==> config.mk <==
export PLATFORM = sky130hd
export DESIGN_NAME = dtp_div_lane
export DESIGN_NICKNAME = d
export VERILOG_FILES = /design/src/dtp_pkg.sv /design/src/dtp_div_lane.sv
export SDC_FILE = /design/constraint.sdc
export NUM_CORES = 2
export LEC_CHECK = 0
export BUFFER_PORTS_ARGS = -buffer_cell sky130_fd_sc_hd__buf_2
export CORE_ASPECT_RATIO = 0.6
export CORE_MARGIN = 4
export CORE_UTILIZATION = 40
export DETAILED_ROUTE_END_ITERATION = 10
export GPL_TIMING_DRIVEN = 0
export PLACE_DENSITY_LB_ADDON = 0.1
export SETUP_SLACK_MARGIN = 0.15
export SYNTH_ARGS = -nofsm -noshare
export SYNTH_HDL_FRONTEND = slang
export SYNTH_SLANG_ARGS = --single-unit
==> constraint.sdc <==
create_clock -name clk -period 4.2 [get_ports clk]
set_input_delay 0.63 -clock clk [delete_from_list [all_inputs] [get_ports clk]]
set_output_delay 0.63 -clock clk [all_outputs]
set_load 0.05 [all_outputs]
==> src/dtp_pkg.sv <==
// shared types, constants and helper functions for the dominant tone picker
`default_nettype none

package dtp_pkg;

    localparam int NUM_LANES = 4;
    localparam int NUM_W     = 23;
    localparam int DVR_W     = 20;
    localparam int REG_W     = 20;
    localparam int TONE_W    = 21;
    localparam int PER_W     = 11;
    localparam int VOL_W     = 4;
    localparam int SHIFT_W   = 4;
    localparam int CODE_W    = 3;
    localparam int BASE_W    = 7;
    localparam int IN_W      = 56;
    localparam int OUT_W     = 24;

    // one quotient bit per stage
    localparam int DIV_STAGES = NUM_W;

    localparam int LANE_SQ1   = 0;
    localparam int LANE_SQ2   = 1;
    localparam int LANE_WAVE  = 2;
    localparam int LANE_NOISE = 3;

    localparam logic [NUM_W-1:0]   TONE_NUM   = NUM_W'(1048576);
    localparam logic [NUM_W-1:0]   NOISE_NUM  = NUM_W'(4194304);
    localparam logic [PER_W:0]     PERIOD_SPAN = (PER_W+1)'(2048);
    localparam logic [PER_W-1:0]   PERIOD_MIN = PER_W'(8);
    localparam logic [SHIFT_W-1:0] SHIFT_MAX  = SHIFT_W'(13);

    localparam logic [REG_W-1:0] BAND_LOW_RST  = REG_W'(80);
    localparam logic [REG_W-1:0] BAND_HIGH_RST = REG_W'(3500);
    localparam logic [REG_W-1:0] RATTLE_RST    = REG_W'(200);

    typedef enum logic [1:0] {
        CFG_BAND_LOW  = 2'd0,
        CFG_BAND_HIGH = 2'd1,
        CFG_RATTLE    = 2'd2
    } cfg_idx_t;

    typedef logic [NUM_W-1:0] num_t;
    typedef logic [DVR_W-1:0] dvr_t;

    typedef struct packed {
        logic [DVR_W-1:0] rem;
        logic [NUM_W-1:0] dvd;
        logic [NUM_W-1:0] quo;
        logic [DVR_W-1:0] dvr;
    } div_stage_t;

    typedef struct packed {
        logic             master_on;
        logic             sq1_ok;
        logic [VOL_W-1:0] sq1_vol;
        logic             sq2_ok;
        logic [VOL_W-1:0] sq2_vol;
        logic             wave_ok;
        logic             noise_on;
        logic             shift_ok;
    } side_t;

    typedef struct packed {
        logic [REG_W-1:0] band_low;
        logic [REG_W-1:0] band_high;
        logic [REG_W-1:0] rattle;
    } cfg_t;

    // divisor code to base divisor
    function automatic logic [BASE_W-1:0] noise_base(input logic [CODE_W-1:0] code);
        logic [BASE_W-1:0] b;
        case (code)
            3'd0:    b = BASE_W'(8);
            3'd1:    b = BASE_W'(16);
            3'd2:    b = BASE_W'(32);
            3'd3:    b = BASE_W'(48);
            3'd4:    b = BASE_W'(64);
            3'd5:    b = BASE_W'(80);
            3'd6:    b = BASE_W'(96);
            default: b = BASE_W'(112);
        endcase
        return b;
    endfunction

    // one restoring division step
    function automatic div_stage_t div_step(input div_stage_t s);
        logic [DVR_W:0] trial;
        logic [DVR_W:0] diff;
        div_stage_t     r;
        r     = s;
        trial = {s.rem, s.dvd[NUM_W-1]};
        diff  = trial - {1'b0, s.dvr};
        if (trial >= {1'b0, s.dvr})
        begin
            r.rem = diff[DVR_W-1:0];
            r.quo = {s.quo[NUM_W-2:0], 1'b1};
        end
        else
        begin
            r.rem = trial[DVR_W-1:0];
            r.quo = {s.quo[NUM_W-2:0], 1'b0};
        end
        r.dvd = {s.dvd[NUM_W-2:0], 1'b0};
        return r;
    endfunction

endpackage

`default_nettype wire

==> src/dtp_div_lane.sv <==
// pipelined restoring divider, one quotient bit per stage
`default_nettype none

module dtp_div_lane
    import dtp_pkg::*;
(
    input  wire logic                  clk,
    input  wire logic [DIV_STAGES-1:0] en,
    input  num_t                       dividend,
    input  dvr_t                       divisor,
    output num_t                       quotient
);

    div_stage_t stage_reg [DIV_STAGES];
    div_stage_t stage_in  [DIV_STAGES];

    always_comb
    begin
        stage_in[0].rem = '0;
        stage_in[0].dvd = dividend;
        stage_in[0].quo = '0;
        stage_in[0].dvr = divisor;
        for (int j = 1; j < DIV_STAGES; j++)
        begin
            stage_in[j] = stage_reg[j-1];
        end
    end

    always_ff @(posedge clk)
    begin
        for (int j = 0; j < DIV_STAGES; j++)
        begin
            if (en[j])
            begin
                stage_reg[j] <= div_step(stage_in[j]);
            end
        end
    end

    assign quotient = stage_reg[DIV_STAGES-1].quo;

endmodule

`default_nettype wire

Word level (Yosys, flattened, before mapping) --
Memories as Yosys holds them, arrays and structs flattened. Cells that the tools add are included.
Word-level totals: register bits after elaboration 0, memory bits (writable) 1955, bits of input ports 67, output and inout port bits 23, logic and storage cells 185, memories 1
Operators by class: $add $sub $neg 23, $lt $le $gt $ge 23, mux-type cells 138
Memories:
- stage_reg | depth 23, bits a word 85, read ports 23, clocked after memory_dff 0, wr ports 23, line dtp_div_lane.sv:14 | div_stage_t stage_reg [DIV_STAGES];
Operators by type and width (number):
- two-way mux 20 bit | 46
- two-way mux 23 bit | 23
- >= comparator 21 x 20 -> 1 bit | 22
- subtractor 20 bit | 22
- two-way mux 1 bit | 69
- >= comparator 1 x 20 -> 1 bit | 1
- subtractor 1 x 20 -> 20 bit | 1

Depth between registers and ports, before layout --
An unclocked memory read counts as a cell.
depth in word-level cells 4, gate-level depth with buffers 14, gate-level depth less buffers 13

Worst setup path before layout --
Ideal clock, no wire load.
kind register to register, from memory stage_reg[0][596] in the netlist's numbering, to memory stage_reg[1][76] in the netlist's numbering, data pin, library setup time 260 ps, data arrival time 2892 ps, data required time 3940 ps, slack 1048 ps, stages on the path, launching flop included 14, buffers on the path 1, period minus slack after synthesis 3152 ps, path through edfxtp_1 inv_1 ha_1 nor2b_1 o31ai_1 nand2_1 o21a_1 or4b_1 nand2_1 o21ai_0 a21o_1 a21boi_1 buf_4 mux2_2
RTL lines (line):
- from (decl) | dtp_div_lane.sv:14

==> flow_summary_export.csv <==
group,metric,value,unit
outcome,outcome,"completed",
floorplan,rows,117,
layout,nets,6064,
critical_path,crit_path_start_kind,"flip-flop",
yosys,synth_ff_type,"edfxtp_1",
min_path,hold_class,"in -> reg",
critical_path,crit_chain,"ha_1 > nand3_1 > o21bai_1 > nand3_1 > a41oi_1 > a31oi_2 > a21oi_1 > o21ai_0 > a21oi_1 > o21ai_2 > clkbuf_4 > mux2_2",
yosys,synth-edff-count,1409,
floorplan,die_w,541,µm
sta,clock_skew,62.9,ps
layout,final_area,76800,µm²
sta,hold_viol,0,
sta,relSlewSlack,0.0533,
floorplan,die_y,328,µm
layout,largest_reg_flops,1409,
layout,drive_above_1_share,0.101,
drt,drt_iter0_markers,4401,
power,power_leakage,30.2,nW
layout,fin_cells,7895,
cts,cts_tree,"built",
yosys,ys_warn_count,0,
sta,maxSlewViolCount,0,
yosys,syn_area,68100,µm²
yosys,ys_seq_area_frac,0.621,
yosys,ys_seq_elements,1409,
job,maxCapViolCount,0,
critical_path,crit_required,4720,ps
placed_design,gp_congestion,0.901,
global_routing,grt_usage,0.184,
power,power_density,745,nW/µm²
sta,fmax,0.250,GHz
cts,clock_latency,790,ps
yosys,synth_area_leaders,"edfxtp_1, ha_1, inv_1",
cts,cts_sinks,1409,
yosys,synth_top_area_cell,"edfxtp_1",
power,vdd_drop_max,336,µV
sta,setup_tns,0,ps
yosys,synth.most_common_cell,"edfxtp_1",
yosys,netlist-cell-type-count,82,
drt,drt-pass1-iter-count,6,
yosys,synth_cells,5258,
global_routing,overflow,0,
drt,postRouteAntennaNets,0,
critical_path,critPathBufInv,1,
cts,cts_root_buffer,"clkbuf_16",
placed_design,io_buffers,89,
floorplan,fp.coreArea,170000,µm²
global_routing,grt_pass1_wl,250,mm
layout,area_growth,12.8,%
yosys,synth_top_area_frac,0.621,
drt,routed_via_density,5.28,
global_routing,grt_pass1_vias,39233,
layout,multi_input_comb_area,23600,µm²
layout,fillerInstances,15241,
global_routing,grt_antenna_before_repair,6,
floorplan,start_util,0.402,
critical_path,arrival,4520,ps
cts,cts_inserted_buffers,151,
cts,htree_levels,4,
placed_design,hpwl,125,mm
floorplan,io_pins,90,
yosys,synth_common_cells,"edfxtp_1, inv_1, ha_1, a21oi_1, nor2_1",
cts,clk_pin_slew,60,ps
yosys,synth_nets,5788,
sta,finalSetupViolations,0,
floorplan,die-area,177000,µm²
sta,timing.final.crit_share,0.952,
drt,wirelength,165,mm
critical_path,path_max_fanout,10,
yosys,synth.avg_cell_area,13.0,µm²
critical_path,crit_family,"compound AO/OA/AOI/OAI gates",
placed_design,place_inst,7614,
sta,worst_pin_slew,1410,ps
drt,vias,41683,
sta,rsz0062_at_grt,"no",
sta,fin_crit,4000,ps
critical_path,cp_slowest_stage_delay,410,ps
drt,drc,0,
yosys,async_reset_ff_frac,0,
critical_path,crit_path_end_kind,"flip-flop",
critical_path,crit_slowest_cell,"edfxtp_1",
cts,cts_max_path_buffers,4,
drt,wl_per_cell,20.9,µm
critical_path,critPathKind,"reg -> reg",
power,power,0.0573,W
global_routing,grt_max_degree,64,
placed_design,placed_area,71600,µm²
layout,regArea,42300,µm²
==> metal layers <==
layer,part of all wire,global-route usage,vias to the layer above
met5,0.000079,0,-
met4,0.014,0.0311,2
met3,0.077,0.0439,173
met2,0.33,0.206,1195
met1,0.58,0.334,20323
li1,-,-,19990
==> path summary, 6_finish.rpt <==
check             cells past startpoint  slack, ps                         from                          end
setup / recovery                     12        200  stage_reg[1][663]$_DFFE_PP_   stage_reg[2][68]$_DFFE_PP_
hold / removal                        1         70                  divisor[13]   stage_reg[0][13]$_DFFE_PP_
setup reg to reg                     12        200  stage_reg[1][663]$_DFFE_PP_   stage_reg[2][68]$_DFFE_PP_
hold reg to reg                       0        400  stage_reg[0][148]$_DFFE_PP_  stage_reg[0][234]$_DFFE_PP_
==> kinds of logic (layout without fill, tap and decap cells) <==
logic type / Yosys count / in the layout / share of synthesized area
AOI/OAI and AO/OA: 1199 / 1199 / 0.111
DFF: 1409 / 1409 / 0.621
xor gates and xnor gates: 319 / 319 / 0.0410
and+or+nand+nor: 1049 / 1049 / 0.0738
adders and majority gates: 463 / 463 / 0.0873
buffers and inverters: 633 / 1008 / 0.0356
other: 0 / 1 / 0
muxes: 186 / 186 / 0.0304
==> cell type report <==
| type | count | share of cell area |
|---|---|---|
| Timing Repair Buffer | 123 | 0.0122 |
| Multi-Input combinational cell | 3216 | 0.307 |
| Clock buffer | 192 | 0.0526 |
| Inverter | 549 | 0.0268 |
| Sequential cell | 1409 | 0.551 |
| Tap cell | 2261 | 0.0368 |
| Antenna cell | 1 | 0.0000326 |
| Clock inverter | 60 | 0.00809 |
| Buffer | 84 | 0.00567 |
==> report_power, final <==
part	leakage [nW]	internal [W]	switching, W	total (W)
clock network	2.27	0.00756	0.00534	0.0129
logic	14.2	0.00949	0.0135	0.0229
registers	13.8	0.0198	0.00166	0.0214
total	30.2	0.0368	0.0205	0.0573
==> cell usage in the layout, fill, tap and decap left out, types with 156 or more instances in the layout <==
| cell | instances |
|---|---|
| mux2_2 | 167 |
| ha_1 | 442 |
| clkbuf_16 | 156 |
| a21oi_1 | 353 |
| a21o_1 | 165 |
| inv_1 | 546 |
| xnor2_1 | 187 |
| edfxtp_1 | 1409 |
| nand2_1 | 274 |
| o21ai_0 | 278 |
| nor2_1 | 306 |
==> repair_timing <==
action / 4_1_cts / 5_1_grt
gates resized for setup: 42 / 51
setup endpoints to repair: 200 / 230
endpoints found under the hold margin: 23 / 0
hold buffers: 23 / 0
pin swaps: 2 / 3
buffers inserted: 2 / 3
==> metrics by stage <==
step           hold WS (ps)  utilization  setup slack [ps]
5_1_grt                12.0        0.453               156
2_1_floorplan           400            -              1050
3_5_place_dp            405        0.423              -595
6_report               65.8        0.453               200
4_1_cts                2.78        0.452               154
3_3_place_gp            400        0.421              -629
(Power assumes the default switching activity.)
