File: config.mk
export PLATFORM = sky130hd
export DESIGN_NAME = dtp_merge
export DESIGN_NICKNAME = d
export VERILOG_FILES = /design/src/dtp_pkg.sv /design/src/dtp_merge.sv
export SDC_FILE = /design/constraint.sdc
export NUM_CORES = 1
export LEC_CHECK = 0
export BUFFER_PORTS_ARGS = -buffer_cell sky130_fd_sc_hd__buf_2
export CAP_MARGIN = 5
export CORE_ASPECT_RATIO = 1.75
export CORE_MARGIN = 3
export CORE_UTILIZATION = 42
export DETAILED_ROUTE_END_ITERATION = 8
export MAX_ROUTING_LAYER = met4
export PLACE_DENSITY = 0.86
export SETUP_SLACK_MARGIN = 0.4
export SYNTH_ARGS = -nofsm -noshare
export SYNTH_HDL_FRONTEND = slang
export SYNTH_SLANG_ARGS = --single-unit
File: constraint.sdc
create_clock -name clk -period 3.75 [get_ports clk]
set_clock_uncertainty 0.1 [all_clocks]
set_input_delay 0.5625 -clock clk [delete_from_list [all_inputs] [get_ports clk]]
set_output_delay 0.5625 -clock clk [all_outputs]
set_load 0.02 [all_outputs]
File: src/dtp_pkg.sv
// shared types, constants and helper functions for the dominant tone picker
`default_nettype none

package dtp_pkg;

    localparam int NUM_LANES = 4;
    localparam int NUM_W     = 23;
    localparam int DVR_W     = 20;
    localparam int REG_W     = 20;
    localparam int TONE_W    = 21;
    localparam int PER_W     = 11;
    localparam int VOL_W     = 4;
    localparam int SHIFT_W   = 4;
    localparam int CODE_W    = 3;
    localparam int BASE_W    = 7;
    localparam int IN_W      = 56;
    localparam int OUT_W     = 24;

    // one quotient bit per stage
    localparam int DIV_STAGES = NUM_W;

    localparam int LANE_SQ1   = 0;
    localparam int LANE_SQ2   = 1;
    localparam int LANE_WAVE  = 2;
    localparam int LANE_NOISE = 3;

    localparam logic [NUM_W-1:0]   TONE_NUM   = NUM_W'(1048576);
    localparam logic [NUM_W-1:0]   NOISE_NUM  = NUM_W'(4194304);
    localparam logic [PER_W:0]     PERIOD_SPAN = (PER_W+1)'(2048);
    localparam logic [PER_W-1:0]   PERIOD_MIN = PER_W'(8);
    localparam logic [SHIFT_W-1:0] SHIFT_MAX  = SHIFT_W'(13);

    localparam logic [REG_W-1:0] BAND_LOW_RST  = REG_W'(80);
    localparam logic [REG_W-1:0] BAND_HIGH_RST = REG_W'(3500);
    localparam logic [REG_W-1:0] RATTLE_RST    = REG_W'(200);

    typedef enum logic [1:0] {
        CFG_BAND_LOW  = 2'd0,
        CFG_BAND_HIGH = 2'd1,
        CFG_RATTLE    = 2'd2
    } cfg_idx_t;

    typedef logic [NUM_W-1:0] num_t;
    typedef logic [DVR_W-1:0] dvr_t;

    typedef struct packed {
        logic [DVR_W-1:0] rem;
        logic [NUM_W-1:0] dvd;
        logic [NUM_W-1:0] quo;
        logic [DVR_W-1:0] dvr;
    } div_stage_t;

    typedef struct packed {
        logic             master_on;
        logic             sq1_ok;
        logic [VOL_W-1:0] sq1_vol;
        logic             sq2_ok;
        logic [VOL_W-1:0] sq2_vol;
        logic             wave_ok;
        logic             noise_on;
        logic             shift_ok;
    } side_t;

    typedef struct packed {
        logic [REG_W-1:0] band_low;
        logic [REG_W-1:0] band_high;
        logic [REG_W-1:0] rattle;
    } cfg_t;

    // divisor code to base divisor
    function automatic logic [BASE_W-1:0] noise_base(input logic [CODE_W-1:0] code);
        logic [BASE_W-1:0] b;
        case (code)
            3'd0:    b = BASE_W'(8);
            3'd1:    b = BASE_W'(16);
            3'd2:    b = BASE_W'(32);
            3'd3:    b = BASE_W'(48);
            3'd4:    b = BASE_W'(64);
            3'd5:    b = BASE_W'(80);
            3'd6:    b = BASE_W'(96);
            default: b = BASE_W'(112);
        endcase
        return b;
    endfunction

    // one restoring division step
    function automatic div_stage_t div_step(input div_stage_t s);
        logic [DVR_W:0] trial;
        logic [DVR_W:0] diff;
        div_stage_t     r;
        r     = s;
        trial = {s.rem, s.dvd[NUM_W-1]};
        diff  = trial - {1'b0, s.dvr};
        if (trial >= {1'b0, s.dvr})
        begin
            r.rem = diff[DVR_W-1:0];
            r.quo = {s.quo[NUM_W-2:0], 1'b1};
        end
        else
        begin
            r.rem = trial[DVR_W-1:0];
            r.quo = {s.quo[NUM_W-2:0], 1'b0};
        end
        r.dvd = {s.dvd[NUM_W-2:0], 1'b0};
        return r;
    endfunction

endpackage

`default_nettype wire

File: src/dtp_merge.sv
// combines the lane quotients into one tone and holds the output register
`default_nettype none

module dtp_merge
    import dtp_pkg::*;
(
    input  wire logic         clk,
    input  wire logic         en,
    input  side_t             side,
    input  num_t              quotient [NUM_LANES],
    input  cfg_t              cfg,
    output logic [TONE_W-1:0] tone
);

    logic [TONE_W-1:0] tone_reg;
    logic [TONE_W-1:0] tone_next;
    logic              pick_sq2;
    logic              in_band;
    logic [TONE_W-1:0] noise_tone;

    assign pick_sq2 = side.sq2_ok && (!side.sq1_ok || (side.sq2_vol >= side.sq1_vol));
    assign in_band  = (quotient[LANE_NOISE] >= {{(NUM_W-REG_W){1'b0}}, cfg.band_low})
                   && (quotient[LANE_NOISE] <= {{(NUM_W-REG_W){1'b0}}, cfg.band_high});

    always_comb
    begin
        if (!side.shift_ok)
            noise_tone = '0;
        else if (in_band)
            noise_tone = quotient[LANE_NOISE][TONE_W-1:0];
        else
            noise_tone = {{(TONE_W-REG_W){1'b0}}, cfg.rattle};
    end

    always_comb
    begin
        if (!side.master_on)
            tone_next = '0;
        else if (pick_sq2)
            tone_next = quotient[LANE_SQ2][TONE_W-1:0];
        else if (side.sq1_ok)
            tone_next = quotient[LANE_SQ1][TONE_W-1:0];
        else if (side.wave_ok)
            tone_next = quotient[LANE_WAVE][TONE_W-1:0];
        else if (side.noise_on)
            tone_next = noise_tone;
        else
            tone_next = '0;
    end

    always_ff @(posedge clk)
    begin
        if (en)
        begin
            tone_reg <= tone_next;
        end
    end

    assign tone = tone_reg;

endmodule

`default_nettype wire

Word level (Yosys, flattened, before mapping)

Index checks and enable logic that the tools add are counted.

Logic and storage cells: 14
Bits in registers: 21

Order comparisons: 3
Mux-type cells: 6
Reductions and logical operators: 4

Operators by type and width:

| cell                | count |
|---|---|
| $mux W21            | 6 |
| $ge A23 B20 Y1      | 1 |
| $le A23 B20 Y1      | 1 |
| $ge A4 B4 Y1        | 1 |
| $logic_and A1 B1 Y1 | 2 |
| $logic_not A1 Y1    | 1 |
| $logic_or A1 B1 Y1  | 1 |

Longest topological paths before layout

Word-level depth: 8
Depth in mapped cells: 10
Depth with buffers taken out: 9

Worst setup path before layout

Ideal clock, no wire load.

Path type: input-to-reg
From: in cfg[22] (netlist name)
To: reg tone_reg[0], in the netlist tone[0], data pin
Data arrival time: 2.446 ns
Library setup time: 0.271 ns
Stages on the path: 10
Slack: 0.932 ns
Path buffers: 1
Cells stage by stage: inv_1 -> ha_1 -> a21oi_1 -> a21oi_1 -> o31a_1 -> or4_4 -> a22oi_2 -> buf_6 -> mux2i_1 -> o22ai_1

Cells in the longest elaborated chain, start to end: 8

RTL lines:

| what                 | RTL line        | text |
|---|---|---|
| start, declared      | dtp_merge.sv:11 | `input cfg_t cfg,` |
| $le A23 B20 Y1       | dtp_merge.sv:23 | `&& (quotient[LANE_NOISE] <= {{(NUM_W-REG_W){1'b0}}, cfg.band_high});` |
| $logic_and A1 B1 Y1  | dtp_merge.sv:23 |  |
| $mux W21             | dtp_merge.sv:29 | `else if (in_band)` |
| $mux W21             | dtp_merge.sv:27 | `if (!side.shift_ok)` |
| $mux W21             | dtp_merge.sv:45 | `else if (side.noise_on)` |
| $mux W21             | dtp_merge.sv:43 | `else if (side.wave_ok)` |
| $mux W21             | dtp_merge.sv:41 | `else if (side.sq1_ok)` |
| $mux W21             | dtp_merge.sv:39 | `else if (pick_sq2)` |
| end signal, assigned | dtp_merge.sv:55 | `tone_reg <= tone_next;` |
| end, declared        | dtp_merge.sv:15 | `logic [TONE_W-1:0] tone_reg;` |

Every way passes these cells.
A chain may end at the register's enable or synchronous reset.

Final worst setup path

From: in quotient[4] (netlist name)
To: reg tone_reg[0], in the netlist tone[0], data pin

Cells in the longest elaborated chain, start to end: 8
Elaborated cells between the ends (all ways): 9

RTL lines:

| what                                             | RTL line                         | text |
|---|---|---|
| start, declared                                  | dtp_merge.sv:10                  | `input num_t quotient [NUM_LANES],` |
| $ge A23 B20 Y1 or $le A23 B20 Y1 (tied branches) | dtp_merge.sv:22, dtp_merge.sv:23 |  |
| $logic_and A1 B1 Y1 (*)                          | dtp_merge.sv:23                  |  |
| $mux W21 (*)                                     | dtp_merge.sv:29                  |  |
| $mux W21 (*)                                     | dtp_merge.sv:27                  |  |
| $mux W21 (*)                                     | dtp_merge.sv:45                  |  |
| $mux W21 (*)                                     | dtp_merge.sv:43                  |  |
| $mux W21 (*)                                     | dtp_merge.sv:41                  |  |
| $mux W21 (*)                                     | dtp_merge.sv:39                  |  |

Mark *: on every way between the ends. The rest lies on a longest branch, timed or not.

==> impl_results.md <==
- Status: completed
- Final wirelength: 9480 microns
- Int Power: 535 uW
- Drt via density: 5.55
- Hold Path Cell Cnt: 3
- Post-cts sizing count: 0
- Seq/Total Area, Yosys: 0.235
- Switching share of total power: 0.334
- Sequential Power Share: 0.360
- Routability cong.: 0.915
- Yosys reg bits: 21
- Placed insts: 550
- CTS buffer count: 3
- Worst Hold Class: in -> reg
- Crit path DAT: 2.90 ns
- WL per Instance: 17.1 microns
- Die area: 7420 sq um
- Yosys top cell by area: edfxtp_1
- Core ar.: 6020 sq um
- Largest net degree at the start of global routing: 25
- Cell area after layout: 3720 sq um
- Setup TNS: 0 ns
- Clock transition at path regs: 0.07 ns
- Critical-path top delay cell: or4_4
- Fillers: 540
- Port Buffers: 182
- FMAX: 331 MHz
- Initial drt markers: 219
- Max VDD drop: 0.111 mV
- Post-synth top area share: 0.235
- Overall Global Routing Usage: 0.253
- Clock buffer depth: 2
- Final period util: 0.806
- Slack of the critical path: 0.727 ns
- Pwr dens: 216 nW/um^2
- DRC viols: 0
- Final nets: 689
- CP Max Fanout: 20
- Share of cells above drive strength 1: 0.414
- Final min period: 3.02 ns
- Setup bufs post-CTS: 0
- Initial antenna violation count: 1
- Hold_buf cts: 0
- Syn. warnings: 0
- Die height: 112 microns
- Syn Nets: 511
- CTS tree: done
- Finished Layout Cells: 555
- Vias in the first global route: 3164
- Crit path kind: in -> reg
- Slew Limit Fails: 0
- Commonest cells after routing, fill and taps aside: buf_2, inv_1, ha_1
- Initial core utilization: 0.446
- Congestion Overflow GR: 0
- Cell variety after synth: 36
- Post-route ant nets: 0
- H-tree levels: 1
- First-pass GRT wire length: 14200 microns
- Startpoint Class: input pin
- Die width: 66.4 microns
- Unrepaired setup endpoints after global routing: false
- NetSw: 268 uW
- Max-Cap Viols: 0
- Combinational power share: 0.460
- Crit path capture type: register
- Final hold vios: 0
- Critical path's largest stage delay: 0.51 ns
- Syn Inst Count: 299
- Area grow syn2layout: 38.6%
- Area post-placement: 3670 sq um
- Max FFs per register: 21
- Clock power share: 0.180
- Dpl hpwl: 8090 microns
- Measured slew at the worst slew-check pin: 0.796 ns
- Worst hold slack: 0.579 ns
- Dpl ws: 0.454 ns
- Routed via count: 3083
- Required time of the critical path: 3.63 ns
- Rows: 37
- Tot Pwr: 803 uW
- DRT Pass-1 Iters: 4
- Mean post-synth cell area: 8.98 sq um
- Root Buffer: clkbuf_8
- Critical-path cell list: buf_2 -> ha_1 -> a211oi_2 -> nor2_1 -> o31a_1 -> or4_4 -> a22oi_2 -> buf_12 -> mux2i_1 -> o22ai_1
- Setup violations, final: 0
- Mapped Area: 2680 sq um
- Pleak: 2.02 nW
- IO Pins: 189
- Fin util: 0.618
- Relative slew margins: 0.468
- # clock sinks: 21
- Most common cell after layout, fill and taps aside: buf_2
- Area contributors post-synth: edfxtp_1, ha_1, mux2i_1
[Yosys cell counts]
master and instances:
a21oi_1 10, and3_1 1, clkbuf_1 10, ha_1 44
nand2b_1 2, a22oi_2 1, a211o_1 1, o31a_1 1
or4_4 1, mux2i_1 40, nor4_1 1, a21o_1 7
nor2b_1 1, o21ai_2 1, o21ai_0 28, a22o_1 19
o22ai_1 21, and4_2 1, a22oi_1 1, inv_1 47
nor3_1 2, buf_2 2, buf_6 2, nor2_1 6
a211oi_2 1, nand3b_1 1, a211oi_1 5, nand4_1 7
nand2_1 4, a31oi_1 2, nor3_2 1, edfxtp_1 21
o21ai_1 1, nand3_1 4, nand4b_1 1, or3_4 1
[logic make-up (layout without fill, tap and decap cells)]
family	count (synthesis)	after routing	synth area share
muxes	40	40	0.149
other	0	1	0
and+or+nand+nor	34	34	0.0751
DFF	21	21	0.235
adders and majority gates	44	44	0.205
buffers and inverters	61	238	0.0918
AOI/OAI and AO/OA	99	99	0.244
[area by class of cell]
cell class / count / area (sq um) / share of cell area
Multi-Input combinational cell: 217 / 1810 / 0.486
Antenna cell: 1 / 2.50 / 0.000673
Tap cell: 78 / 97.6 / 0.0262
Inverter: 47 / 176 / 0.0474
Timing Repair Buffer: 187 / 961 / 0.258
Sequential cell: 21 / 631 / 0.170
Clock buffer: 4 / 45.0 / 0.0121
[routing by layer]
metal	track usage	wire, microns	share of wire
met2	0.480	5280	0.56
met4	0.0991	399	0.042
met1	0.243	3160	0.33
met3	0.0383	635	0.067
met5	-	0	0
[final timing paths]
| kind | endpoint | startpoint |
|---|---|---|
| max | tone[0] | quotient[4] |
| min | tone[11] | quotient[57] |
[power by group through the flow]
stage          clock (mW)  sequential, mW  combinational, mW
5_1_grt             0.157           0.291              0.407
4_1_cts             0.146           0.289              0.370
2_1_floorplan           0           0.325              0.172
3_3_place_gp            0           0.294              0.353
3_5_place_dp            0           0.295              0.368
6_report            0.144           0.289              0.370
[critical path: cells and delay by family]
family | cells | cell delay (ns)
AO/OA/AOI/OAI | 4 | 0.72
adder cells (fa/ha/maj) | 1 | 0.32
buffers and inverters | 2 | 0.35
multiplexers | 1 | 0.34
AND/OR/NAND/NOR | 2 | 0.59
(Power assumes the default switching activity.)
