### src/dtp_pkg.sv
// shared types, constants and helper functions for the dominant tone picker
`default_nettype none

package dtp_pkg;

    localparam int NUM_LANES = 4;
    localparam int NUM_W     = 23;
    localparam int DVR_W     = 20;
    localparam int REG_W     = 20;
    localparam int TONE_W    = 21;
    localparam int PER_W     = 11;
    localparam int VOL_W     = 4;
    localparam int SHIFT_W   = 4;
    localparam int CODE_W    = 3;
    localparam int BASE_W    = 7;
    localparam int IN_W      = 56;
    localparam int OUT_W     = 24;

    // one quotient bit per stage
    localparam int DIV_STAGES = NUM_W;

    localparam int LANE_SQ1   = 0;
    localparam int LANE_SQ2   = 1;
    localparam int LANE_WAVE  = 2;
    localparam int LANE_NOISE = 3;

    localparam logic [NUM_W-1:0]   TONE_NUM   = NUM_W'(1048576);
    localparam logic [NUM_W-1:0]   NOISE_NUM  = NUM_W'(4194304);
    localparam logic [PER_W:0]     PERIOD_SPAN = (PER_W+1)'(2048);
    localparam logic [PER_W-1:0]   PERIOD_MIN = PER_W'(8);
    localparam logic [SHIFT_W-1:0] SHIFT_MAX  = SHIFT_W'(13);

    localparam logic [REG_W-1:0] BAND_LOW_RST  = REG_W'(80);
    localparam logic [REG_W-1:0] BAND_HIGH_RST = REG_W'(3500);
    localparam logic [REG_W-1:0] RATTLE_RST    = REG_W'(200);

    typedef enum logic [1:0] {
        CFG_BAND_LOW  = 2'd0,
        CFG_BAND_HIGH = 2'd1,
        CFG_RATTLE    = 2'd2
    } cfg_idx_t;

    typedef logic [NUM_W-1:0] num_t;
    typedef logic [DVR_W-1:0] dvr_t;

    typedef struct packed {
        logic [DVR_W-1:0] rem;
        logic [NUM_W-1:0] dvd;
        logic [NUM_W-1:0] quo;
        logic [DVR_W-1:0] dvr;
    } div_stage_t;

    typedef struct packed {
        logic             master_on;
        logic             sq1_ok;
        logic [VOL_W-1:0] sq1_vol;
        logic             sq2_ok;
        logic [VOL_W-1:0] sq2_vol;
        logic             wave_ok;
        logic             noise_on;
        logic             shift_ok;
    } side_t;

    typedef struct packed {
        logic [REG_W-1:0] band_low;
        logic [REG_W-1:0] band_high;
        logic [REG_W-1:0] rattle;
    } cfg_t;

    // divisor code to base divisor
    function automatic logic [BASE_W-1:0] noise_base(input logic [CODE_W-1:0] code);
        logic [BASE_W-1:0] b;
        case (code)
            3'd0:    b = BASE_W'(8);
            3'd1:    b = BASE_W'(16);
            3'd2:    b = BASE_W'(32);
            3'd3:    b = BASE_W'(48);
            3'd4:    b = BASE_W'(64);
            3'd5:    b = BASE_W'(80);
            3'd6:    b = BASE_W'(96);
            default: b = BASE_W'(112);
        endcase
        return b;
    endfunction

    // one restoring division step
    function automatic div_stage_t div_step(input div_stage_t s);
        logic [DVR_W:0] trial;
        logic [DVR_W:0] diff;
        div_stage_t     r;
        r     = s;
        trial = {s.rem, s.dvd[NUM_W-1]};
        diff  = trial - {1'b0, s.dvr};
        if (trial >= {1'b0, s.dvr})
        begin
            r.rem = diff[DVR_W-1:0];
            r.quo = {s.quo[NUM_W-2:0], 1'b1};
        end
        else
        begin
            r.rem = trial[DVR_W-1:0];
            r.quo = {s.quo[NUM_W-2:0], 1'b0};
        end
        r.dvd = {s.dvd[NUM_W-2:0], 1'b0};
        return r;
    endfunction

endpackage

`default_nettype wire

### src/dtp_prep.sv
// unpacks an input item into lane dividends, divisors and selection flags
`default_nettype none

module dtp_prep
    import dtp_pkg::*;
(
    input  wire logic [IN_W-1:0] s_tdata,
    output num_t                 dividend [NUM_LANES],
    output dvr_t                 divisor  [NUM_LANES],
    output side_t                side
);

    logic               master_on;
    logic               sq1_active;
    logic [VOL_W-1:0]   sq1_volume;
    logic [PER_W-1:0]   sq1_period;
    logic               sq2_active;
    logic [VOL_W-1:0]   sq2_volume;
    logic [PER_W-1:0]   sq2_period;
    logic               wave_active;
    logic [PER_W-1:0]   wave_period;
    logic               noise_active;
    logic [SHIFT_W-1:0] noise_shift;
    logic [CODE_W-1:0]  noise_div_code;
    logic [DVR_W-1:0]   noise_dvr;

    assign master_on      = s_tdata[0];
    assign sq1_active     = s_tdata[1];
    assign sq1_volume     = s_tdata[5:2];
    assign sq1_period     = s_tdata[16:6];
    assign sq2_active     = s_tdata[17];
    assign sq2_volume     = s_tdata[21:18];
    assign sq2_period     = s_tdata[32:22];
    assign wave_active    = s_tdata[33];
    assign wave_period    = s_tdata[44:34];
    assign noise_active   = s_tdata[45];
    assign noise_shift    = s_tdata[49:46];
    assign noise_div_code = s_tdata[52:50];

    // shifts above the limit overflow here, but that lane then gives a zero tone
    assign noise_dvr = {{(DVR_W-BASE_W){1'b0}}, noise_base(noise_div_code)} << noise_shift;

    always_comb
    begin
        dividend[LANE_SQ1]   = TONE_NUM;
        dividend[LANE_SQ2]   = TONE_NUM;
        dividend[LANE_WAVE]  = TONE_NUM;
        dividend[LANE_NOISE] = NOISE_NUM;
        divisor[LANE_SQ1]    = DVR_W'(PERIOD_SPAN - {1'b0, sq1_period});
        divisor[LANE_SQ2]    = DVR_W'(PERIOD_SPAN - {1'b0, sq2_period});
        divisor[LANE_WAVE]   = DVR_W'(PERIOD_SPAN - {1'b0, wave_period});
        divisor[LANE_NOISE]  = noise_dvr;
    end

    always_comb
    begin
        side.master_on = master_on;
        side.sq1_ok    = sq1_active && (sq1_volume != '0) && (sq1_period >= PERIOD_MIN);
        side.sq1_vol   = sq1_volume;
        side.sq2_ok    = sq2_active && (sq2_volume != '0) && (sq2_period >= PERIOD_MIN);
        side.sq2_vol   = sq2_volume;
        side.wave_ok   = wave_active && (wave_period >= PERIOD_MIN);
        side.noise_on  = noise_active;
        side.shift_ok  = noise_shift <= SHIFT_MAX;
    end

endmodule

`default_nettype wire

### config.mk
export PLATFORM = sky130hd
export DESIGN_NAME = dtp_prep
export DESIGN_NICKNAME = d
export VERILOG_FILES = /design/src/dtp_pkg.sv /design/src/dtp_prep.sv
export SDC_FILE = /design/constraint.sdc
export NUM_CORES = 1
export LEC_CHECK = 0
export BUFFER_PORTS_ARGS = -buffer_cell sky130_fd_sc_hd__clkbuf_2
export CELL_PAD_IN_SITES_DETAIL_PLACEMENT = 1
export CELL_PAD_IN_SITES_GLOBAL_PLACEMENT = 1
export CORE_MARGIN = 4
export CORE_UTILIZATION = 19
export DETAILED_ROUTE_END_ITERATION = 16
export GPL_ROUTABILITY_DRIVEN = 0
export PLACE_DENSITY = 0.92
export SYNTH_ARGS = -nofsm -noshare
export SYNTH_HDL_FRONTEND = slang
export SYNTH_SLANG_ARGS = --single-unit
### constraint.sdc
create_clock -name vclk -period 1.4
set_clock_uncertainty 0.2 [all_clocks]
set_input_delay 0.14 -clock vclk [all_inputs]
set_output_delay 0.14 -clock vclk [all_outputs]
set_load 0.01 [all_outputs]
=== Yosys cells after proc, flatten, opt, wreduce, memory -nomap -nowiden ===
Index checks and enable logic that the tools add are counted.
Widths: inputs -> output; s select.

* Output and inout port bits: 186
* Input port bits: 56
* Register bits after elaboration: 0

* Add/sub/neg operators: 3
* Order comparisons: 4
* Shifts and indexed selects: 1
* Mux-type cells: 1
* Reductions and logical operators: 8
* Eq/ne operators: 6

{| class="wikitable"
|+ Operators by type and width
! cell !! count
|-
| $pmux 7 s7 || 1
|-
| $sub 12x11->13 const A || 3
|-
| $ge 11x4->1 const B || 3
|-
| $shl 7x4->20 || 1
|-
| $eq 3x3->1 const B || 3
|-
| $reduce_bool 4->1 || 2
|-
| $eq 3x2->1 const B || 2
|-
| $logic_and 1x1->1 || 5
|-
| $le 4x4->1 const B || 1
|-
| $eq 3x1->1 const B || 1
|-
| $logic_not 3->1 || 1
|}

=== Depth between registers and ports, before layout ===
Gate-level depths: netlist of run 1.

* Depth in word-level cells: 3
* Mapped depth: 5
* Mapped depth without buffers: 5

=== Worst setup path before layout of run 1 ===
Ideal clock, no wire load.

* Path type: input to output
* From: in s_tdata[46]
* To: out divisor[11] (netlist name)
* Required time: 1.060 ns
* Setup slack: -0.078 ns
* Buffers on the path: 1
* Arrival time: 1.138 ns
* Stages on the path: 4
* Cell sequence: buf_2 mux2_4 o21ba_2 a2bb2o_1

{| class="wikitable"
|+ RTL lines
! what !! line !! RTL
|-
| start: declaration || dtp_prep.sv:7 || <nowiki>input wire logic [IN_W-1:0] s_tdata,</nowiki>
|-
| end: declaration || dtp_prep.sv:9 || <nowiki>output dvr_t divisor [NUM_LANES],</nowiki>
|}

==> results.json, run 1 <==
{
  "endpoint_kind": "primary output",
  "crit_path_start_kind": "primary input",
  "io_buffers": 116,
  "core_area_um2": 9860,
  "setup_viol": 30,
  "drt-vias-per-instance": 3.73,
  "power_leakage_nw": 1.67,
  "wl_per_cell_um": 14.2,
  "top_cell_type_by_total_area_after_synthesis": "buf_4",
  "cts.hold.buffers_added": 0,
  "power.density_nw_per_um2": 301,
  "floorplan.rows": 36,
  "synthToLayoutAreaGrowth_pct": 70.6,
  "postRouteAntennaNets": 0,
  "yosysWarningCount": 0,
  "layout_cell_share_with_drive_strength_beyond_1": 0.576,
  "critical-path-max-stage-delay_ps": 590,
  "final_cell_count_no_fill": 555,
  "critical_path_arrival_ps": 1310,
  "dr.pass1.iters": 4,
  "dp.final_hpwl_um": 5840,
  "post-place-cells": 542,
  "rsz_0062_raised_after_global_routing": "true",
  "final_nets": 483,
  "nFlopsAndLatches": 0,
  "post-route-drc-count": 0,
  "die_w_um": 109,
  "num_vias": 2072,
  "detailedPlace.worstSlack_ps": -291,
  "grt_util_all_layers": 0.107,
  "synth_top_cell_area_share": 0.509,
  "drt_wl_total_um": 7880,
  "maxCapViolations": 0,
  "post_synth_inst_count": 269,
  "global_route.overflow_total": 0,
  "crit_path_max_fanout": 4,
  "worst_hold_path_type": "primary input to primary output",
  "timing.fmax_mhz": 607,
  "grt_antenna_before_repair": 0,
  "maxSlewViolCount": 0,
  "maximum_number_of_pins_on_one_net_before_global_route_repair": 14,
  "worst_slack_setup_final_ps": -248,
  "cp_data_required_time_ps": 1060,
  "initial_core_util": 0.197,
  "die-area_um2": 11900,
  "sum_of_buffers_and_inverters_on_the_critical_path": 2,
  "cp_top_family": "simple AND/OR/NAND/NOR gates",
  "post_synth_num_cell_types": 43,
  "avgSynthCellArea_um2": 7.24,
  "area.sequential_um2": 0,
  "violated_checks": "negative setup slack",
  "fp.dieH_um": 109,
  "timing.final.crit_period_ps": 1650,
  "timing.setup.critical_path_class": "primary input to primary output",
  "yosysMostFrequentCell": "buf_4",
  "run_status": "complete, but fails checks",
  "post_synth_most_frequent_cells": "132 x buf_4, 14 x xnor2_1, 13 x xor2_1",
  "crit_chain": "buf_8, or4_4, nor3b_4, xnor2_1, buf_2",
  "drtIter0Drc": 23,
  "ys_seq_area_frac": 0,
  "irDropWorstVdd_mv": 0.0871,
  "hold_violations": 0,
  "final_min_period_over_clock_period": 1.18,
  "io-pin-count": 242,
  "first_pass_grt_wire_length_um": 10400,
  "synth.area.top_cells": "buf_4 51%, xnor2_1 6.3%, xor2_1 5.8%",
  "antenna_cells_inserted": 0,
  "via_count_of_the_first_global_routing_pass": 2071,
  "clockBufferCount": 0,
  "crit_slowest_cell": "or4_4",
  "synthesis.area_um2": 1950
}
where the power goes:
part	internal (mW)	switching, mW
clock	0	0
combinational	0.441	0.559
sequential	0	0
total	0.441	0.559
layout make-up:
class	count	area, um2
inverters	9	46.3
repair buffers	172	1290
fillers	1230	6540
well taps	133	166
multi-input cells	241	1820
layout by cell type, fill, tap and decap left out, drive strengths merged, types with 5 or more instances in the layout:
cell,instances
inv,9
nand3,8
buf,101
conb,119
nor4,7
clkbuf,71
nor3b,5
xnor2,14
nand2,12
nor2b,5
xor2,13
nor3,11
nor2,10
through the flow:
step,TNS (ps),util,total power [mW],cell area (um2),hold WS [ps]
after floorplan,-34.5,-,0.646,2400,129
after global placement,-4120,0.250,0.703,2460,80.2
after detailed placement,-5800,0.250,0.720,2460,80.2
after CTS,-2320,0.302,0.864,2980,80.2
after global routing,-4500,0.337,1.08,3320,80.0
final,-2840,0.337,1.00,3320,80.0
final timing paths:
| check | cells past startpoint | slack, ps | to | start |
|---|---|---|---|---|
| worst min-delay path | 0 | 80 | side[1] | s_tdata[45] |
| worst max-delay path | 5 | -250 | divisor[69] | s_tdata[6] |
logic make-up after synthesis:
kind of cell	after synthesis	share of synthesized area
buf+inv	145	0.535
simple gates	72	0.220
xor+xnor	27	0.121
compound gates	15	0.0643
mux	5	0.0353
fa+ha+maj	3	0.0193
other cells	2	0.00386
timing repair:
item | CTS | global route
buffers inserted | 8 | 7
setup endpoints to repair | 43 | 44
gates cloned | 0 | 0
resized for setup | 86 | 106
pin swaps | 35 | 25
layer usage:
| metal | part of all wire | GRT usage |
|---|---|---|
| met5 | 0 | 0 |
| met4 | 0.013 | 0.0187 |
| met3 | 0.099 | 0.0130 |
| met2 | 0.59 | 0.244 |
| met1 | 0.30 | 0.0960 |
Power figures use the tool's default switching activity.
==> run 2, diff against run 1 <==
--- a/config.mk
+++ b/config.mk
@@ -13,6 +13,7 @@
 export DETAILED_ROUTE_END_ITERATION = 16
 export GPL_ROUTABILITY_DRIVEN = 0
 export PLACE_DENSITY = 0.92
+export RECOVER_POWER = 50
 export SYNTH_ARGS = -nofsm -noshare
 export SYNTH_HDL_FRONTEND = slang
 export SYNTH_SLANG_ARGS = --single-unit
==> results.json, run 2 (synthesized netlist as in run 1, its figures left out) <==
{
  "violated_checks": "negative setup slack",
  "power_leakage_nw": 1.64,
  "critical_path_arrival_ps": 1310,
  "first_pass_grt_wire_length_um": 10400,
  "synthToLayoutAreaGrowth_pct": 69.9,
  "worst_slack_setup_final_ps": -248,
  "crit_path_start_kind": "primary input",
  "global_route.overflow_total": 0,
  "dr.pass1.iters": 4,
  "setup_viol": 30,
  "dpl-instance-area_um2": 2460,
  "io_buffers": 116,
  "detailedPlace.worstSlack_ps": -291,
  "most_frequent_cells_in_the_layout": "119 x conb_1, 51 x clkbuf_2, 44 x buf_4",
  "maxSlewViolCount": 0,
  "nFlopsAndLatches": 0,
  "crit_path_max_fanout": 4,
  "wl_met3_um": 781,
  "design_area_um2": 3310,
  "holdWs_ps": 80.0,
  "die_w_um": 109,
  "timing.setup.critical_path_class": "primary input to primary output",
  "met2RoutedLength_um": 4650,
  "drt_wl_total_um": 7890,
  "maximum_number_of_pins_on_one_net_before_global_route_repair": 14,
  "layout_cell_share_with_drive_strength_beyond_1": 0.550,
  "cp_data_required_time_ps": 1060,
  "endpoint_kind": "primary output",
  "power.density_nw_per_um2": 301,
  "core_area_um2": 9860,
  "run_status": "complete, but fails checks",
  "finalSetupTns_ps": -2840,
  "area.sequential_um2": 0,
  "drtIter0Drc": 24,
  "fraction_of_the_core_area_covered_by_cells_at_the_end_of_the_flow": 0.335,
  "dp.final_hpwl_um": 5840,
  "die-area_um2": 11900,
  "top_signal_layer_used": "met4",
  "post-route-drc-count": 0,
  "io-pin-count": 242,
  "mostFrequentLayoutCell": "conb_1",
  "routedLengthMet1_um": 2360,
  "timing.fmax_mhz": 607,
  "drt-vias-per-instance": 3.73,
  "wl_per_cell_um": 14.2,
  "irDropWorstVdd_mv": 0.0846,
  "num_vias": 2071,
  "floorplan.rows": 36,
  "antenna_cells_inserted": 0,
  "timing.final.crit_period_ps": 1650,
  "postRouteAntennaNets": 0,
  "grt_util_all_layers": 0.107,
  "maxCapViolations": 0,
  "worst_hold_path_type": "primary input to primary output",
  "clockBufferCount": 0,
  "grt_antenna_before_repair": 0,
  "initial_core_util": 0.197,
  "final_min_period_over_clock_period": 1.18,
  "final_nets": 483,
  "fp.dieH_um": 109,
  "rsz_0062_raised_after_global_routing": "true",
  "via_count_of_the_first_global_routing_pass": 2071,
  "hold_violations": 0
}
[run 2: cell counts in the layout (fill, tap and decap cells not counted)]
Identical to the previous run, type by type.
[run 2: final cells by class]
| cell class | count | area [um2] |
|---|---|---|
| fill | 1233 | 6560 |
| multi-input combinational | 241 | 1820 |
| timing repair buffer | 172 | 1270 |
| tap | 133 | 166 |
| inverter | 9 | 46.3 |
[run 2: per-stage QoR]
step                      total power, mW  cells
after detailed placement            0.720    542
after global routing                 1.07    555
after global placement              0.703    542
after CTS                           0.864    549
after floorplan                     0.646    386
final                               0.996    555
[run 2: timing repair]
item,4_1_cts,5_1_grt
setup buffers,8,7
hold buffers,0,0
gates resized for setup,86,106
setup endpoints to repair,43,44
pin swaps,35,25
[run 2: path summary, 6_finish.rpt]
path  slack [ps]  depth (start not counted)           to   startpoint
max         -250                          5  divisor[69]   s_tdata[6]
min           80                          0      side[1]  s_tdata[45]
[run 2: power by group]
group	switching, mW	internal [mW]	total (mW)
Sequential	0	0	0
Clock	0	0	0
Combinational	0.560	0.437	0.996
[run 2: metal layers]
layer / global-route usage / vias up
li1: - / 949
met1: 0.0960 / 979
met2: 0.244 / 134
met3: 0.0130 / 9
met4: 0.0187 / 0
met5: 0 / -
[run 2: critical path, stage by stage]
cell and delay [ps]:
buf_8 100, or4_4 590, nor3b_4 210, xnor2_1 130, buf_2 140
==> run 3, diff against run 2 <==
--- a/config.mk
+++ b/config.mk
@@ -8,12 +8,13 @@
 export BUFFER_PORTS_ARGS = -buffer_cell sky130_fd_sc_hd__clkbuf_2
 export CELL_PAD_IN_SITES_DETAIL_PLACEMENT = 1
 export CELL_PAD_IN_SITES_GLOBAL_PLACEMENT = 1
-export CORE_MARGIN = 4
+export CORE_MARGIN = 1
 export CORE_UTILIZATION = 19
 export DETAILED_ROUTE_END_ITERATION = 16
 export GPL_ROUTABILITY_DRIVEN = 0
 export PLACE_DENSITY = 0.92
 export RECOVER_POWER = 50
+export REMOVE_ABC_BUFFERS = 1
 export SYNTH_ARGS = -nofsm -noshare
 export SYNTH_HDL_FRONTEND = slang
 export SYNTH_SLANG_ARGS = --single-unit
==> results.json, run 3 (synthesized netlist as in run 1, its figures left out) <==
{
  "run_status": "complete, but fails checks",
  "violated_checks": "negative setup slack",
  "io-pin-count": 242,
  "crit_chain": "buf_6, or4_4, nor3b_2, xnor2_1, buf_2",
  "layout_cell_share_with_drive_strength_beyond_1": 0.551,
  "grt_util_all_layers": 0.113,
  "mostFrequentLayoutCell": "conb_1",
  "setup_viol": 27,
  "crit_path_max_fanout": 4,
  "nFlopsAndLatches": 0,
  "critical-path-max-stage-delay_ps": 580,
  "synthToLayoutAreaGrowth_pct": 68.2,
  "most_frequent_cells_in_the_layout": "119 x conb_1, 51 x clkbuf_2, 43 x buf_4",
  "maximum_number_of_pins_on_one_net_before_global_route_repair": 11,
  "num_vias": 2057,
  "drtIter0Drc": 32,
  "timing.setup.critical_path_class": "primary input to primary output",
  "timing.fmax_mhz": 610,
  "area.sequential_um2": 0,
  "dr.pass1.iters": 4,
  "first_pass_grt_wire_length_um": 9330,
  "power_leakage_nw": 1.63,
  "finalSetupTns_ps": -2330,
  "cp_data_required_time_ps": 1060,
  "die_w_um": 103,
  "die-area_um2": 10700,
  "io_buffers": 116,
  "maxCapViolations": 0,
  "fp.dieH_um": 103,
  "final_min_period_over_clock_period": 1.17,
  "post-route-drc-count": 0,
  "hold_violations": 0,
  "maxSlewViolCount": 0,
  "worst_slack_setup_final_ps": -238,
  "p_total_mw": 0.978,
  "crit_slowest_cell": "or4_4",
  "power.density_nw_per_um2": 299,
  "crit_path_start_kind": "primary input",
  "drt_wl_total_um": 7600,
  "dp.final_hpwl_um": 5390,
  "irDropWorstVdd_mv": 0.0973,
  "core_area_um2": 9860,
  "design_area_um2": 3270,
  "antenna_cells_inserted": 0,
  "clockBufferCount": 0,
  "floorplan.rows": 36,
  "postRouteAntennaNets": 0,
  "dpl-instance-area_um2": 2420,
  "via_count_of_the_first_global_routing_pass": 1818,
  "final_nets": 482,
  "initial_core_util": 0.197,
  "critical_path_arrival_ps": 1300,
  "endpoint_kind": "primary output",
  "worst_hold_path_type": "primary input to primary output",
  "detailedPlace.worstSlack_ps": -326,
  "rsz_0062_raised_after_global_routing": "true",
  "grt_antenna_before_repair": 0,
  "global_route.overflow_total": 0,
  "timing.final.crit_period_ps": 1640,
  "drt-vias-per-instance": 3.71,
  "wl_per_cell_um": 13.7
}
run 3: changes by cell type in the layout (fill, tap and decap cells not counted), moves of 2 or more:
| cell | change |
|---|---|
| buf_6 | +6 |
| clkbuf_8 | -4 |
| buf_8 | -2 |
| nand3_2 | +2 |
| nand3_4 | -2 |
| nor3_1 | +2 |
run 3: stage by stage:
stage	utilization	hold slack, ps	cells
6_report	0.332	80.1	554
5_1_grt	0.332	80.1	554
4_1_cts	0.294	80.1	548
3_5_place_dp	0.246	80.1	539
3_3_place_gp	0.246	80.1	539
2_1_floorplan	-	80.0	250
run 3: worst paths after layout:
check | from | end | slack, ps | depth (start not counted)
max | s_tdata[8] | divisor[69] | -240 | 5
min | s_tdata[45] | side[1] | 80 | 0
run 3: timing repair:
action	CTS	global route
setup endpoints to repair	41	41
resized for setup	78	124
buffers inserted	11	6
pin swaps	31	26
hold buffers	0	0
run 3: final cells by class:
class | count | area (um2)
timing repair buffer | 171 | 1260
fill | 1229 | 6590
tap | 133 | 166
inverter | 9 | 46.3
multi-input combinational | 241 | 1800
run 3: where the power goes:
| group | leakage (nW) | internal, mW | total, mW | switching [mW] |
|---|---|---|---|---|
| Clock | 0 | 0 | 0 | 0 |
| Combinational | 1.63 | 0.426 | 0.978 | 0.552 |
| Sequential | 0 | 0 | 0 | 0 |
| Total | 1.63 | 0.426 | 0.978 | 0.552 |
run 3: critical path: cells and delay by family:
family,cells,cell delay (ps)
xor+xnor,1,130
buf+inv,2,230
simple gates,2,780
run 3: routing by layer:
layer  global-route usage  share of wire  wire (um)
met1                0.110           0.30       2270
met3              0.00941          0.062        471
met4               0.0163          0.013        101
met5                    0              0          0
met2                0.252           0.63       4760
